**config.mk**
```make
export PLATFORM = sky130hd
export DESIGN_NAME = fik_sqrt
export DESIGN_NICKNAME = d
export VERILOG_FILES = /design/src/rtl/core/fabrik_ik_chain_solver_defines.svh /design/src/rtl/core/fik_pkg.sv /design/src/rtl/core/fik_sqrt.sv
export SDC_FILE = /design/constraint.sdc
export NUM_CORES = 1
export LEC_CHECK = 0
export BUFFER_PORTS_ARGS = -buffer_cell sky130_fd_sc_hd__buf_2
export CORE_MARGIN = 4
export CORE_UTILIZATION = 35
export CTS_CLUSTER_SIZE = 20
export DETAILED_ROUTE_END_ITERATION = 10
export GPL_ROUTABILITY_DRIVEN = 0
export GPL_TIMING_DRIVEN = 0
export HOLD_SLACK_MARGIN = 0.1
export PLACE_DENSITY = 0.5
export SKIP_LAST_GASP = 1
export SYNTH_ARGS = -nofsm -noshare
export SYNTH_HDL_FRONTEND = slang
export SYNTH_SLANG_ARGS = --single-unit
```
**constraint.sdc**
```tcl
create_clock -name clk_i -period 5.05 [get_ports clk_i]
set_input_delay 1.01 -clock clk_i [delete_from_list [all_inputs] [get_ports clk_i]]
set_output_delay 1.01 -clock clk_i [all_outputs]
set_load 0.01 [all_outputs]
```
**src/rtl/core/fabrik_ik_chain_solver_defines.svh**
```systemverilog
// Assertion macros for the FABRIK chain solver.
`ifndef FABRIK_IK_CHAIN_SOLVER_DEFINES_SVH
`define FABRIK_IK_CHAIN_SOLVER_DEFINES_SVH
`ifndef NO_ASSERTIONS
`define FIK_ASSERT_SAME(lbl, ante, cons, msg) \
  lbl: assert property (@(posedge clk_i) disable iff (!rst_ni) (ante) |-> (cons)) \
    else $error(msg);
`define FIK_ASSERT_NEXT(lbl, ante, cons, msg) \
  lbl: assert property (@(posedge clk_i) disable iff (!rst_ni) (ante) |=> (cons)) \
    else $error(msg);
`else
`define FIK_ASSERT_SAME(lbl, ante, cons, msg)
`define FIK_ASSERT_NEXT(lbl, ante, cons, msg)
`endif
`endif

```
**src/rtl/core/fik_pkg.sv**
```systemverilog
`timescale 1ns / 1ps
package fik_pkg;

  localparam int unsigned MAX_JOINTS   = 16;
  localparam int unsigned SOLVE_ROUNDS = 10;

  localparam int unsigned COORD_W = 32;
  localparam int unsigned IDX_W   = $clog2(MAX_JOINTS);
  localparam int unsigned CNT_W   = $clog2(MAX_JOINTS + 1);
  localparam int unsigned RND_W   = (SOLVE_ROUNDS > 1) ? $clog2(SOLVE_ROUNDS) : 1;
  localparam int unsigned TOT_W   = COORD_W + IDX_W;
  localparam int unsigned MAG_W   = COORD_W + 1;
  localparam int unsigned NUM_W   = 62;
  localparam int unsigned STEPS   = 32;
  localparam int unsigned STEP_W  = $clog2(STEPS);

  typedef logic signed [COORD_W-1:0] coord_t;

  typedef enum logic [4:0] {
    ST_IDLE, ST_SEG_FIRST, ST_SEG_FIRST_LD, ST_SEG_RD, ST_SEG_LD, ST_SEG_WR,
    ST_DIST_SET, ST_DIST_CMP, ST_FAR_RD, ST_FAR_LD, ST_FAR_WR,
    ST_BW_START, ST_BW_RD, ST_BW_LD, ST_BW_WR,
    ST_FW_START, ST_FW_RD, ST_FW_LD, ST_FW_WR, ST_ROUND,
    ST_EMIT_RD, ST_EMIT_OUT,
    ST_MAG_MUL, ST_MAG_ACC, ST_MAG_SQRT, ST_MAG_WAIT,
    ST_PL_CHK, ST_PL_DIV, ST_PL_DWAIT, ST_PL_MUL, ST_PL_RND, ST_PL_SUM
  } fsm_e;

  typedef struct packed {
    logic start;
  } unit_req_t;

  typedef struct packed {
    logic done;
  } unit_rsp_t;

endpackage

```
**src/rtl/core/fik_sqrt.sv**
```systemverilog
`timescale 1ns / 1ps
module fik_sqrt (
  input  logic                clk_i,
  input  logic                rst_ni,
  input  fik_pkg::unit_req_t  req_i,
  input  logic [63:0]         radicand_i,
  output fik_pkg::unit_rsp_t  rsp_o,
  output logic [31:0]         root_o
);

  logic                        active_q, active_d;
  logic                        done_q, done_d;
  logic [fik_pkg::STEP_W-1:0]  cnt_q, cnt_d;
  logic [63:0]                 x_q, x_d;
  logic [33:0]                 rem_q, rem_d;
  logic [31:0]                 root_q, root_d;
  logic [35:0]                 rem_sh, trial, diff;

  assign rem_sh = {rem_q, x_q[63:62]};
  assign trial  = {2'b00, root_q, 2'b01};
  assign diff   = rem_sh - trial;

  always_comb begin
    active_d = active_q;
    done_d   = 1'b0;
    cnt_d    = cnt_q;
    x_d      = x_q;
    rem_d    = rem_q;
    root_d   = root_q;
    if (req_i.start) begin
      active_d = 1'b1;
      cnt_d    = '0;
      x_d      = radicand_i;
      rem_d    = '0;
      root_d   = '0;
    end else if (active_q) begin
      x_d   = {x_q[61:0], 2'b00};
      cnt_d = cnt_q + 1'b1;
      if (rem_sh >= trial) begin
        rem_d  = diff[33:0];
        root_d = {root_q[30:0], 1'b1};
      end else begin
        rem_d  = rem_sh[33:0];
        root_d = {root_q[30:0], 1'b0};
      end
      if (cnt_q == fik_pkg::STEP_W'(fik_pkg::STEPS - 1)) begin
        active_d = 1'b0;
        done_d   = 1'b1;
      end
    end
  end

  always_ff @(posedge clk_i or negedge rst_ni) begin
    if (!rst_ni) begin
      active_q <= 1'b0;
      done_q   <= 1'b0;
      cnt_q    <= '0;
    end else begin
      active_q <= active_d;
      done_q   <= done_d;
      cnt_q    <= cnt_d;
    end
  end

  always_ff @(posedge clk_i) begin
    x_q    <= x_d;
    rem_q  <= rem_d;
    root_q <= root_d;
  end

  assign rsp_o.done = done_q;
  assign root_o     = root_q;

endmodule

```
# After elaboration in Yosys (flattened, before gate mapping)
# Index checks and enable logic that the tools add are counted.
# op_classes
addsub	2
n_lt_le_gt_ge	1
eq_ne	1
n_mux	12
reduce_logical	1
# op_table
op	n
two-way mux 64 bit	2
>= comparator 36 x 34 -> 1 bit	1
two-way mux 34 bit	1
subtractor 34 bit	1
two-way mux 5 bit	2
two-way mux 1 bit	7
adder 5 x 1 -> 5 bit (second input constant)	1
equality test 5 bit (second input constant)	1
nonzero test 2 bit	1
# word_totals
ff_bits	137
input_bits	67
out_inout_bits	33
word_cells	23

# Logic depth before layout (Yosys ltp)
# logic_depth
ltp_word	4
mapped_depth	12
ltp_nobuf	10

# Worst setup path after synthesis
# OpenSTA, ideal clock, no wires.
# synth_path
path_type	input to register
from	input req_i
to	register x_q[0], enable pin
setup_time_ps	418
t_arrival_ps	2660
required_time_ps	4632
slack_ps	1972
stages	3
n_path_buf	1
path_cell_list	clkbuf_1 > nor2_1 > inv_1
# synth_between
elab_chain_cells	1
# synth_lines
element	line_no	source
from (decl)	fik_sqrt.sv:5	input fik_pkg::unit_req_t req_i,
nonzero test 2 bit (no line)	--	
to (signal assigned)	fik_sqrt.sv:66	x_q <= x_d;
to (decl)	fik_sqrt.sv:14	logic [63:0] x_q, x_d;
# Every way passes these cells.
# A chain may end at the register's enable or synchronous reset.

# Worst setup path in the final report
# layout_path
from	register root_q[4], in the netlist root_o[4]
to	register rem_q[6]
# layout_between
elab_chain_cells	2
elab_cells_between_ends	3
classes_between	1 x add/sub; 1 x order compare; 1 x mux
# layout_lines
element	line_no	source
from (decl)	fik_sqrt.sv:16	logic [31:0] root_q, root_d;
from (signal assigned)	fik_sqrt.sv:68	root_q <= root_d;
subtractor 34 bit / >= comparator 36 x 34 -> 1 bit (equally long branches)	fik_sqrt.sv:21, fik_sqrt.sv:39	
two-way mux 34 bit *	fik_sqrt.sv:39	if (rem_sh >= trial) begin
to (signal assigned)	fik_sqrt.sv:67	rem_q <= rem_d;
to (decl)	fik_sqrt.sv:15	logic [33:0] rem_q, rem_d;
# Mark *: on every way between the ends. The rest lies on a longest branch, timed or not.

==> results.yml <==
global_route:
  grt_max_degree: 38
  grt-busiest-layer: "met2"
  grt_pass1_wl_um: 31600
  overflow: 0
  track_usage_pct: 16.5
  grt_use_met2_pct: 26.6
  grt.met1_usage_pct: 21.7
  antenna_found_initial: 3
  grt_pass1_vias: 5928
  gr-usage-met3_pct: 4.72
floorplan:
  start_util_pct: 35.9
  rows: 53
  die_w_um: 156
  io_pins: 100
  die_area_um2: 24200
  die_h_um: 156
  core_um2: 21200
sta:
  max_freq_mhz: 276
  finClkSkew_ns: 0.0116
  slew_headroom_pct: 46.8
  fin_setup_tns_ns: 0
  worstMarginPinSlew_ns: 0.799
  fin_ws_ns: 1.42
  report.final.slew_viol_count: 0
  finalSetupViolations: 0
  min_period_ns: 3.63
  period_share_pct: 71.9
  timing_hold_violations_final: 0
  rsz0062_at_grt: "no"
cts:
  cts_tree: "built"
  cts_buffers: 17
  clk_latency_ns: 0.43
  htreeDepth: 4
  root_buffer: "clkbuf_16"
  cts_sinks: 137
  cts_buffer_depth: 2
  cts_resized: 0
  post_cts_buffers: 0
  postCtsHoldBufs: 0
  clkSlewWorstSetupHoldPaths_ns: 0.07
placed_design:
  portBuffers: 99
  dpl.hpwl_um: 14500
  place_ws_ns: 1.49
  place_area_um2: 8480
  dp.cells: 1130
setup_path:
  path_buf_inv: 3
  worst_r2r_endpoint: "rem_q[6]"
  r2r-start: "root_o[4]"
  timing.critical_path.to_type: "register"
  cp-endpoint: "rem_q[6]"
  ff2ff_setup_slack_ns: 1.42
  max_stage_delay_ns: 0.55
  cp.depth: 12
  critPathArrivalTime_ns: 3.95
  crit_required_ns: 5.37
  crit_family: "compound AO/OA/AOI/OAI gates"
  reg2regPathDepth: 12
  crit_path_start_kind: "register"
  path_cells: "inv_1 > ha_1 > clkbuf_1 > o21a_1 > o21ai_0 > a32oi_1 > o21a_1 > a2111oi_4 > o31a_1 > clkbuf_1 > nand2_1 > a311oi_1"
  critPathSlowestCell: "clkbuf_1"
  crit_path_start: "root_o[4]"
  worst-path-max-fanout: 10
  worstSetupPathType: "reg2reg"
synth:
  ys_async_sr_fraction_pct: 5.11
  yosysTopAreaCell: "edfxtp_1"
  synth_warnings: 0
  synth-seq-cells: 137
  synth_area_leaders: "edfxtp_1, dfxtp_1, mux2_2"
  synth_commonest_cells: "nor2_1, dfxtp_1, edfxtp_1, nand2_1, mux2_2"
  synthFlopType: "dfxtp_1"
  syn-cell-area_um2: 7620
  syn_avg_cell_area_um2: 10.1
  ys_types: 63
  synthCells: 755
  synth_edf_count: 64
  synth_top_area_share_pct: 25.2
  syn_nets: 858
  yosysSeqAreaShare_pct: 44.9
  synth.most_common_cell: "nor2_1"
route:
  routedWlPerCell_um: 17.2
  drtPass1Iterations: 4
  drtIter0Drc: 342
  vias: 6053
  ant_nets: 0
  drc: 0
  vias_per_cell: 5.20
  finalWirelength_um: 20000
power:
  ir_drop_v: 0.000258
  power.density_nw_per_um2: 567
  leakage_nw: 3.96
final_layout:
  postLayoutCoreUtil_pct: 42.8
  num-fill-cells: 2133
  regArea_um2: 3420
  drive_above_1_share_pct: 24.1
  syn_to_final_growth_pct: 19.3
  multiInputGateArea_um2: 3870
  layout.nets: 977
  layoutNonFillerInstCount: 1163
  postLayoutCellArea_um2: 9090
run_status:
  status: "completed"
min_path:
  holdCritPathClass: "in2async"
flow_run:
  drv_cap: 0
[cell type report]
type	count	area share [%]
timing repair buffer	100	5.67
clock buffer	17	4.68
inverter	45	1.86
buffer	40	1.73
tap	275	3.79
multi-input combinational	533	42.6
clock inverter	15	2.00
sequential	137	37.6
antenna	1	0.0275
[per-layer routing]
| metal | vias up | share of wire, % | wire, um |
|---|---|---|---|
| met4 | 4 | 1.1 | 210 |
| met3 | 18 | 4.8 | 960 |
| met5 | - | 0.070 | 14 |
| met1 | 2912 | 47 | 9310 |
| li1 | 3008 | - | - |
| met2 | 111 | 47 | 9460 |
[registers in the layout (all words and copies together) (netlist names)]
signal    flops
rsp_o         1
x_q          64
root_o       32
rem_q        34
active_q      1
cnt_q         5
[stage by stage]
stage / hold WS (ns) / total power [W]
6_report: 0.413 / 0.00516
5_1_grt: 0.402 / 0.00553
2_1_floorplan: 0.457 / 0.00330
3_5_place_dp: 0.489 / 0.00388
3_3_place_gp: 0.478 / 0.00389
4_1_cts: 0.392 / 0.00519
[report_power, final]
group / internal, W / total, W / switching, W / leakage (nW)
logic: 0.00101 / 0.00243 / 0.00142 / 2.35
clock network: 0.000675 / 0.00127 / 0.000596 / 0.297
registers: 0.00134 / 0.00145 / 0.000117 / 1.31
total: 0.00303 / 0.00516 / 0.00213 / 3.96
[worst min path at each step]
| stage | startpoint | end | slack [ns] | depth (start not counted) |
|---|---|---|---|---|
| 2_1_floorplan | rem_q[28] | rem_q[28] | 0.46 | 2 |
| 3_3_place_gp | rem_q[32] | rem_q[32] | 0.48 | 2 |
| 3_5_place_dp | rem_q[22] | rem_q[22] | 0.49 | 2 |
| 4_1_cts | rst_ni | cnt_q[3] | 0.39 | 1 |
| 5_1_grt | rst_ni | cnt_q[1] | 0.40 | 1 |
| 6_report | rst_ni | cnt_q[0] | 0.41 | 1 |
[cell usage in the layout (no fill, tap or decap), types with 19 or more instances in the layout]
cell	synthesis	layout
a311oi_1	22	22
a21oi_1	22	22
nor2_1	86	86
ha_1	36	36
inv_1	44	43
a21o_1	19	19
clkbuf_1	24	24
mux2i_1	35	35
buf_2	6	105
nand2_1	64	64
edfxtp_1	64	64
mux2_2	62	62
dfxtp_1	66	66
[kinds of logic (layout without fill, tap and decap cells)]
family | Yosys count | count (layout) | share of synthesized area, %
flip-flops | 137 | 137 | 44.9
adder cells (fa/ha/maj) | 36 | 36 | 5.91
other | 0 | 1 | 0
XOR/XNOR | 27 | 27 | 3.10
multiplexers | 97 | 97 | 13.8
AO/OA/AOI/OAI | 143 | 143 | 14.2
buffers and inverters | 85 | 217 | 4.29
AND/OR/NAND/NOR | 230 | 230 | 13.8
Note: power is estimated with default switching activity, not from simulation.
