[config.mk]
export PLATFORM = sky130hd
export DESIGN_NAME = fik_div
export DESIGN_NICKNAME = d
export VERILOG_FILES = /design/src/rtl/core/fabrik_ik_chain_solver_defines.svh /design/src/rtl/core/fik_pkg.sv /design/src/rtl/core/fik_div.sv
export SDC_FILE = /design/constraint.sdc
export NUM_CORES = 1
export LEC_CHECK = 0
export BUFFER_PORTS_ARGS = -buffer_cell sky130_fd_sc_hd__buf_4
export CAP_MARGIN = 10
export CORE_ASPECT_RATIO = 1.25
export CORE_MARGIN = 8
export CORE_UTILIZATION = 51
export DETAILED_ROUTE_END_ITERATION = 8
export HOLD_SLACK_MARGIN = 0.03
export PLACE_DENSITY = 0.77
export SLEW_MARGIN = 40
export SYNTH_ARGS = -nofsm -noshare
export SYNTH_HDL_FRONTEND = slang
export SYNTH_SLANG_ARGS = --single-unit
[constraint.sdc]
create_clock -name clk_i -period 3.2 [get_ports clk_i]
set_clock_uncertainty 0.1 [all_clocks]
set_input_delay 0.32 -clock clk_i [delete_from_list [all_inputs] [get_ports clk_i]]
set_output_delay 0.32 -clock clk_i [all_outputs]
set_load 0.03 [all_outputs]
[src/rtl/core/fabrik_ik_chain_solver_defines.svh]
// Assertion macros for the FABRIK chain solver.
`ifndef FABRIK_IK_CHAIN_SOLVER_DEFINES_SVH
`define FABRIK_IK_CHAIN_SOLVER_DEFINES_SVH
`ifndef NO_ASSERTIONS
`define FIK_ASSERT_SAME(lbl, ante, cons, msg) \
  lbl: assert property (@(posedge clk_i) disable iff (!rst_ni) (ante) |-> (cons)) \
    else $error(msg);
`define FIK_ASSERT_NEXT(lbl, ante, cons, msg) \
  lbl: assert property (@(posedge clk_i) disable iff (!rst_ni) (ante) |=> (cons)) \
    else $error(msg);
`else
`define FIK_ASSERT_SAME(lbl, ante, cons, msg)
`define FIK_ASSERT_NEXT(lbl, ante, cons, msg)
`endif
`endif

[src/rtl/core/fik_pkg.sv]
`timescale 1ns / 1ps
package fik_pkg;

  localparam int unsigned MAX_JOINTS   = 16;
  localparam int unsigned SOLVE_ROUNDS = 10;

  localparam int unsigned COORD_W = 32;
  localparam int unsigned IDX_W   = $clog2(MAX_JOINTS);
  localparam int unsigned CNT_W   = $clog2(MAX_JOINTS + 1);
  localparam int unsigned RND_W   = (SOLVE_ROUNDS > 1) ? $clog2(SOLVE_ROUNDS) : 1;
  localparam int unsigned TOT_W   = COORD_W + IDX_W;
  localparam int unsigned MAG_W   = COORD_W + 1;
  localparam int unsigned NUM_W   = 62;
  localparam int unsigned STEPS   = 32;
  localparam int unsigned STEP_W  = $clog2(STEPS);

  typedef logic signed [COORD_W-1:0] coord_t;

  typedef enum logic [4:0] {
    ST_IDLE, ST_SEG_FIRST, ST_SEG_FIRST_LD, ST_SEG_RD, ST_SEG_LD, ST_SEG_WR,
    ST_DIST_SET, ST_DIST_CMP, ST_FAR_RD, ST_FAR_LD, ST_FAR_WR,
    ST_BW_START, ST_BW_RD, ST_BW_LD, ST_BW_WR,
    ST_FW_START, ST_FW_RD, ST_FW_LD, ST_FW_WR, ST_ROUND,
    ST_EMIT_RD, ST_EMIT_OUT,
    ST_MAG_MUL, ST_MAG_ACC, ST_MAG_SQRT, ST_MAG_WAIT,
    ST_PL_CHK, ST_PL_DIV, ST_PL_DWAIT, ST_PL_MUL, ST_PL_RND, ST_PL_SUM
  } fsm_e;

  typedef struct packed {
    logic start;
  } unit_req_t;

  typedef struct packed {
    logic done;
  } unit_rsp_t;

endpackage

[src/rtl/core/fik_div.sv]
`timescale 1ns / 1ps
module fik_div (
  input  logic                       clk_i,
  input  logic                       rst_ni,
  input  fik_pkg::unit_req_t         req_i,
  input  logic [fik_pkg::NUM_W-1:0]  num_i,
  input  logic [fik_pkg::MAG_W-1:0]  den_i,
  output fik_pkg::unit_rsp_t         rsp_o,
  output logic [31:0]                quot_o
);

  logic                        active_q, active_d;
  logic                        done_q, done_d;
  logic [fik_pkg::STEP_W-1:0]  cnt_q, cnt_d;
  logic [31:0]                 n_q, n_d;
  logic [fik_pkg::MAG_W-1:0]   den_q, den_d;
  logic [fik_pkg::MAG_W-1:0]   rem_q, rem_d;
  logic [31:0]                 quot_q, quot_d;
  logic [fik_pkg::MAG_W:0]     rem_sh, diff;

  assign rem_sh = {rem_q, n_q[31]};
  assign diff   = rem_sh - {1'b0, den_q};

  always_comb begin
    active_d = active_q;
    done_d   = 1'b0;
    cnt_d    = cnt_q;
    n_d      = n_q;
    den_d    = den_q;
    rem_d    = rem_q;
    quot_d   = quot_q;
    if (req_i.start) begin
      active_d = 1'b1;
      cnt_d    = '0;
      n_d      = num_i[31:0];
      den_d    = den_i;
      rem_d    = fik_pkg::MAG_W'(num_i[fik_pkg::NUM_W-1:32]);
      quot_d   = '0;
    end else if (active_q) begin
      n_d   = {n_q[30:0], 1'b0};
      cnt_d = cnt_q + 1'b1;
      if (rem_sh >= {1'b0, den_q}) begin
        rem_d  = diff[fik_pkg::MAG_W-1:0];
        quot_d = {quot_q[30:0], 1'b1};
      end else begin
        rem_d  = rem_sh[fik_pkg::MAG_W-1:0];
        quot_d = {quot_q[30:0], 1'b0};
      end
      if (cnt_q == fik_pkg::STEP_W'(fik_pkg::STEPS - 1)) begin
        active_d = 1'b0;
        done_d   = 1'b1;
      end
    end
  end

  always_ff @(posedge clk_i or negedge rst_ni) begin
    if (!rst_ni) begin
      active_q <= 1'b0;
      done_q   <= 1'b0;
      cnt_q    <= '0;
    end else begin
      active_q <= active_d;
      done_q   <= done_d;
      cnt_q    <= cnt_d;
    end
  end

  always_ff @(posedge clk_i) begin
    n_q    <= n_d;
    den_q  <= den_d;
    rem_q  <= rem_d;
    quot_q <= quot_d;
  end

  assign rsp_o.done = done_q;
  assign quot_o     = quot_q;

endmodule

# Word-level counts from Yosys, hierarchy flattened
# Cells that the tools add are included.
# word_totals
register_bits,137
output_inout_bits,33
wordCells,27
input_bits,98
# op_classes
eq_ne,1
n_reduce_logical,1
n_addsub,2
n_lt_le_gt_ge,1
n_mux,14
# ops
op,n
32-bit two-way mux,2
30-bit two-way mux,2
34-bit by 33-bit greater-or-equal comparator with 1-bit output,1
33-bit two-way mux,1
33-bit subtractor,1
5-bit two-way mux,2
1-bit two-way mux,7
"5-bit by 1-bit adder with 5-bit output, second input constant",1
"5-bit == test, second input constant",1
2-bit nonzero test,1

# Logic depth before layout (Yosys ltp)
# logic_depth
word_depth,4
depth_mapped,14
depth_no_buf,12

# Worst setup path before layout
# OpenSTA, ideal clock, no wires.
# synth_timing
kind,register to register
startpoint,register n_q[31]
endpoint,"register rem_q[6] (netlist name), data pin"
setup_time_ns,0.260
synth_period_minus_slack_ns,3.100
arrival_time_ns,2.741
path_stages_with_launch,12
t_required_ns,2.840
n_path_buf,0
setup_slack_ns,0.100
path_cell_list,edfxtp_1 > inv_1 > ha_1 > inv_1 > fa_1 > a21o_1 > a221o_1 > a22oi_2 > a31oi_1 > a211oi_4 > mux2_1 > mux2_2
# synth_via
elab_chain_cells,4
elab_cells_between_ends,5
classes_between,1 x add/sub; 1 x order compare; 3 x mux
# synth_lines
element,line,text
"start, declared",fik_div.sv:15,"logic [31:0] n_q, n_d;"
"start signal, assigned",fik_div.sv:69,n_q <= n_d;
33-bit subtractor or 34-bit by 33-bit greater-or-equal comparator with 1-bit output (tied branches),"fik_div.sv:22, fik_div.sv:42",
33-bit two-way mux *,fik_div.sv:42,"if (rem_sh >= {1'b0, den_q}) begin"
30-bit two-way mux *,fik_div.sv:39,end else if (active_q) begin
30-bit two-way mux *,fik_div.sv:32,if (req_i.start) begin
net rem_d (one bit),fik_div.sv:17,"logic [fik_pkg::MAG_W-1:0] rem_q, rem_d;"
"end signal, assigned",fik_div.sv:71,rem_q <= rem_d;
"end, declared",fik_div.sv:17,
# The timed path passes the listed nets; every way through them passes the cells marked *. The select of a mux whose other input is x is not followed.
# A chain may end at the register's enable or synchronous reset.

# Worst setup path after layout
# layout_timing
startpoint,register n_q[31]
endpoint,"register rem_q[24] (netlist name), data pin"
# The elaborated chain is that of the path after synthesis.

==> flow_summary.json <==
{
  "cp-end-kind": "flop",
  "synth_seq_cells": 137,
  "rows": 49,
  "synth_top_family_by_area": "compound AO/OA/AOI/OAI gates",
  "ir_drop_mv": 0.537,
  "synth_top_area_share_pct": 38.8,
  "fin_hold_ws_ps": 82.7,
  "slew_headroom_pct": 58.3,
  "netlist_area_sq_mm": 0.00735,
  "cts_tree": "built",
  "muxShareOfSynthArea_pct": 11.0,
  "final_hold_viol_count": 0,
  "n_antenna_cell": 0,
  "vias_per_cell": 5.58,
  "htreeDepth": 4,
  "synth_largest_area_cell": "edfxtp_1",
  "synth_edf_count": 95,
  "fillerInstances": 1051,
  "synth_fa_ha_area_share_pct": 6.23,
  "synthSimpleGateAreaFrac_pct": 10.4,
  "setup_viol": 4,
  "crit_type": "flop to flop",
  "chipWidth_microns": 123,
  "synth_area_per_cell_sq_um": 10.9,
  "power.density_mw_per_mm2": 832,
  "maxCapViolations": 0,
  "tightest_slew_ps": 625,
  "worstReg2RegStart": "n_q[31]$_DFFE_PP_",
  "initial_core_util_pct": 51.7,
  "fin_cells": 1050,
  "r2r_cells": 13,
  "synth_compound_area_share_pct": 14.4,
  "placed_area_sq_mm": 0.00861,
  "port_buffers": 130,
  "grt_overflow": 0,
  "fmax_ghz": 0.309,
  "final_common_cell": "buf_4",
  "fin_setup_tns_ps": -121,
  "finalWorstSetupSlack_ps": -41.0,
  "syn-num-nets": 810,
  "crit_arrival_ps": 3300,
  "ys_warn_count": 0,
  "status": "finished, violations left",
  "final_area_sq_mm": 0.00974,
  "r2r_end": "rem_q[24]$_DFFE_PP_",
  "wl_mm": 18.0,
  "whs_endpoint": "rem_q[26]$_DFFE_PP_",
  "synth_xor_xnor_area_share_pct": 2.86,
  "clk_pin_slew_ps": 60,
  "total_leakage_power_nw": 4.47,
  "violations": "negative setup slack",
  "die_area_sq_mm": 0.0185,
  "layout.nets": 993,
  "min_path_type": "primary input to flop",
  "wl_per_cell_microns": 17.2,
  "synth-main-ff-cell": "edfxtp_1",
  "gp_congestion": 0.903,
  "grt_max_degree": 63,
  "cts.path.max_buffers": 2,
  "syn_to_final_growth_pct": 32.5,
  "total_power_mw": 8.10,
  "whs_path_depth": 2,
  "firstDrtPassIters": 5,
  "mostFrequentLayoutCells": "buf_4, edfxtp_1, nor2_1",
  "clock-sinks": 137,
  "yosysSeqAreaShare_pct": 50.7,
  "post-place-cells": 975,
  "yosysUniqueCellTypes": 63,
  "synthArstFlopShare_pct": 5.11,
  "ff_latch_area_sq_mm": 0.00373,
  "grt_usage_pct": 19.5,
  "syn_inst": 676,
  "drt-initial-drc-count": 353,
  "worstSetupStartpointType": "flop",
  "min_from": "num_i[58]",
  "dp_hpwl_mm": 12.6,
  "fin_crit_sh_pct": 101,
  "fp.dieH_microns": 150,
  "vias": 5854,
  "drive_gt1_share_pct": 28.4,
  "crit_required_ps": 3260,
  "antenna_found_initial": 0,
  "grt_pass1_vias": 6106,
  "coreArea_sq_mm": 0.0142,
  "cts_buffers": 17,
  "multi_input_area_sq_mm": 0.00335,
  "cts_root_buffer": "clkbuf_16",
  "grt_setup_unrepaired": "true",
  "fin_crit_ps": 3240,
  "report.final.slew_viol_count": 0,
  "synthTopCellsByArea": "edfxtp_1, dfxtp_1, ha_1",
  "io_pins": 131,
  "drc_errors": 0,
  "ant_nets": 0,
  "clk-insertion-delay-late_ps": 410,
  "grt_pass1_wl_mm": 28.8,
  "cp_max_fo": 4,
  "timing.reg2reg.setup_slack_ps": -40
}
## area by class of cell
type | count | share of cell area, %
Sequential cell | 137 | 38.3
Tap cell | 178 | 2.29
Timing Repair Buffer | 197 | 16.6
Clock inverter | 9 | 0.835
Clock buffer | 23 | 5.79
Multi-Input combinational cell | 460 | 34.4
Inverter | 46 | 1.77
## cells by family (layout without fill, tap and decap cells)
group | count (synthesis) | after routing
xor gates and xnor gates | 24 | 24
buffers and inverters | 79 | 275
AOI/OAI and AO/OA | 159 | 159
adders and majority gates | 36 | 36
and+or+nand+nor | 165 | 165
muxes | 76 | 76
DFF | 137 | 137
## critical path, cell delays in order (launching register included)
cell and delay, ps:
edfxtp_1 390, inv_1 80, ha_2 200, inv_2 50, fa_2 390, a21o_1 180
a221o_1 350, buf_4 160, a22o_1 180, o21ai_0 240, a21oi_1 140, nor3_1 170
o31ai_1 90, mux2_2 270
## power by group
| part | internal, mW | switching [mW] | leakage (nW) |
|---|---|---|---|
| Clock | 1.27 | 0.799 | 0.322 |
| Sequential | 2.27 | 0.179 | 1.35 |
| Combinational | 1.68 | 1.89 | 2.80 |
## worst max-delay path by stage
stage	from	endpoint	slack [ps]	cells after the start
2_1_floorplan	n_q[31]$_DFFE_PP_	rem_q[6]$_DFFE_PP_	100	11
3_3_place_gp	n_q[31]$_DFFE_PP_	rem_q[24]$_DFFE_PP_	60	12
3_5_place_dp	n_q[31]$_DFFE_PP_	rem_q[24]$_DFFE_PP_	-50	12
4_1_cts	n_q[31]$_DFFE_PP_	rem_q[28]$_DFFE_PP_	30	13
5_1_grt	n_q[31]$_DFFE_PP_	rem_q[28]$_DFFE_PP_	-160	13
6_report	n_q[31]$_DFFE_PP_	rem_q[24]$_DFFE_PP_	-40	13
## cell usage after synthesis (all sizes together), types with 14 or more instances
library cell	number
nor2	69
mux2i	38
inv	46
o21a	14
clkbuf	18
mux2	38
edfxtp	95
dfxtp	35
o21ai	27
a21oi	48
ha	35
buf	15
nand2	38
## per-stage QoR
| step | util (%) | setup WS (ps) |
|---|---|---|
| 4_1_cts | 67.9 | 26.8 |
| 2_1_floorplan | - | 99.7 |
| 3_3_place_gp | 60.5 | 64.5 |
| 6_report | 68.5 | -41.0 |
| 5_1_grt | 68.5 | -157 |
| 3_5_place_dp | 60.5 | -51.6 |
## registers in the layout, summed over array words and instances (netlist names)
| register | flops |
|---|---|
| active_q | 1 |
| quot_o | 32 |
| n_q | 32 |
| rem_q | 33 |
| rsp_o | 1 |
| cnt_q | 5 |
| den_q | 33 |
## timing repair
item                                    4_1_cts  5_1_grt
pin swaps                                     4       11
endpoints found under the setup margin       14       31
buffers inserted                              4        4
hold endpoints to repair                     40        0
gates cloned                                  1        0
resized for setup                             2       12
hold buffers                                 34        0
## layer usage
layer / up-vias / track usage, % / routed length [microns]
li1: 2841 / - / -
met1: 2783 / 21.4 / 7110
met2: 198 / 34.9 / 9450
met3: 32 / 5.55 / 1070
met4: 0 / 6.94 / 408
met5: - / 0 / 0
(Power assumes the default switching activity.)
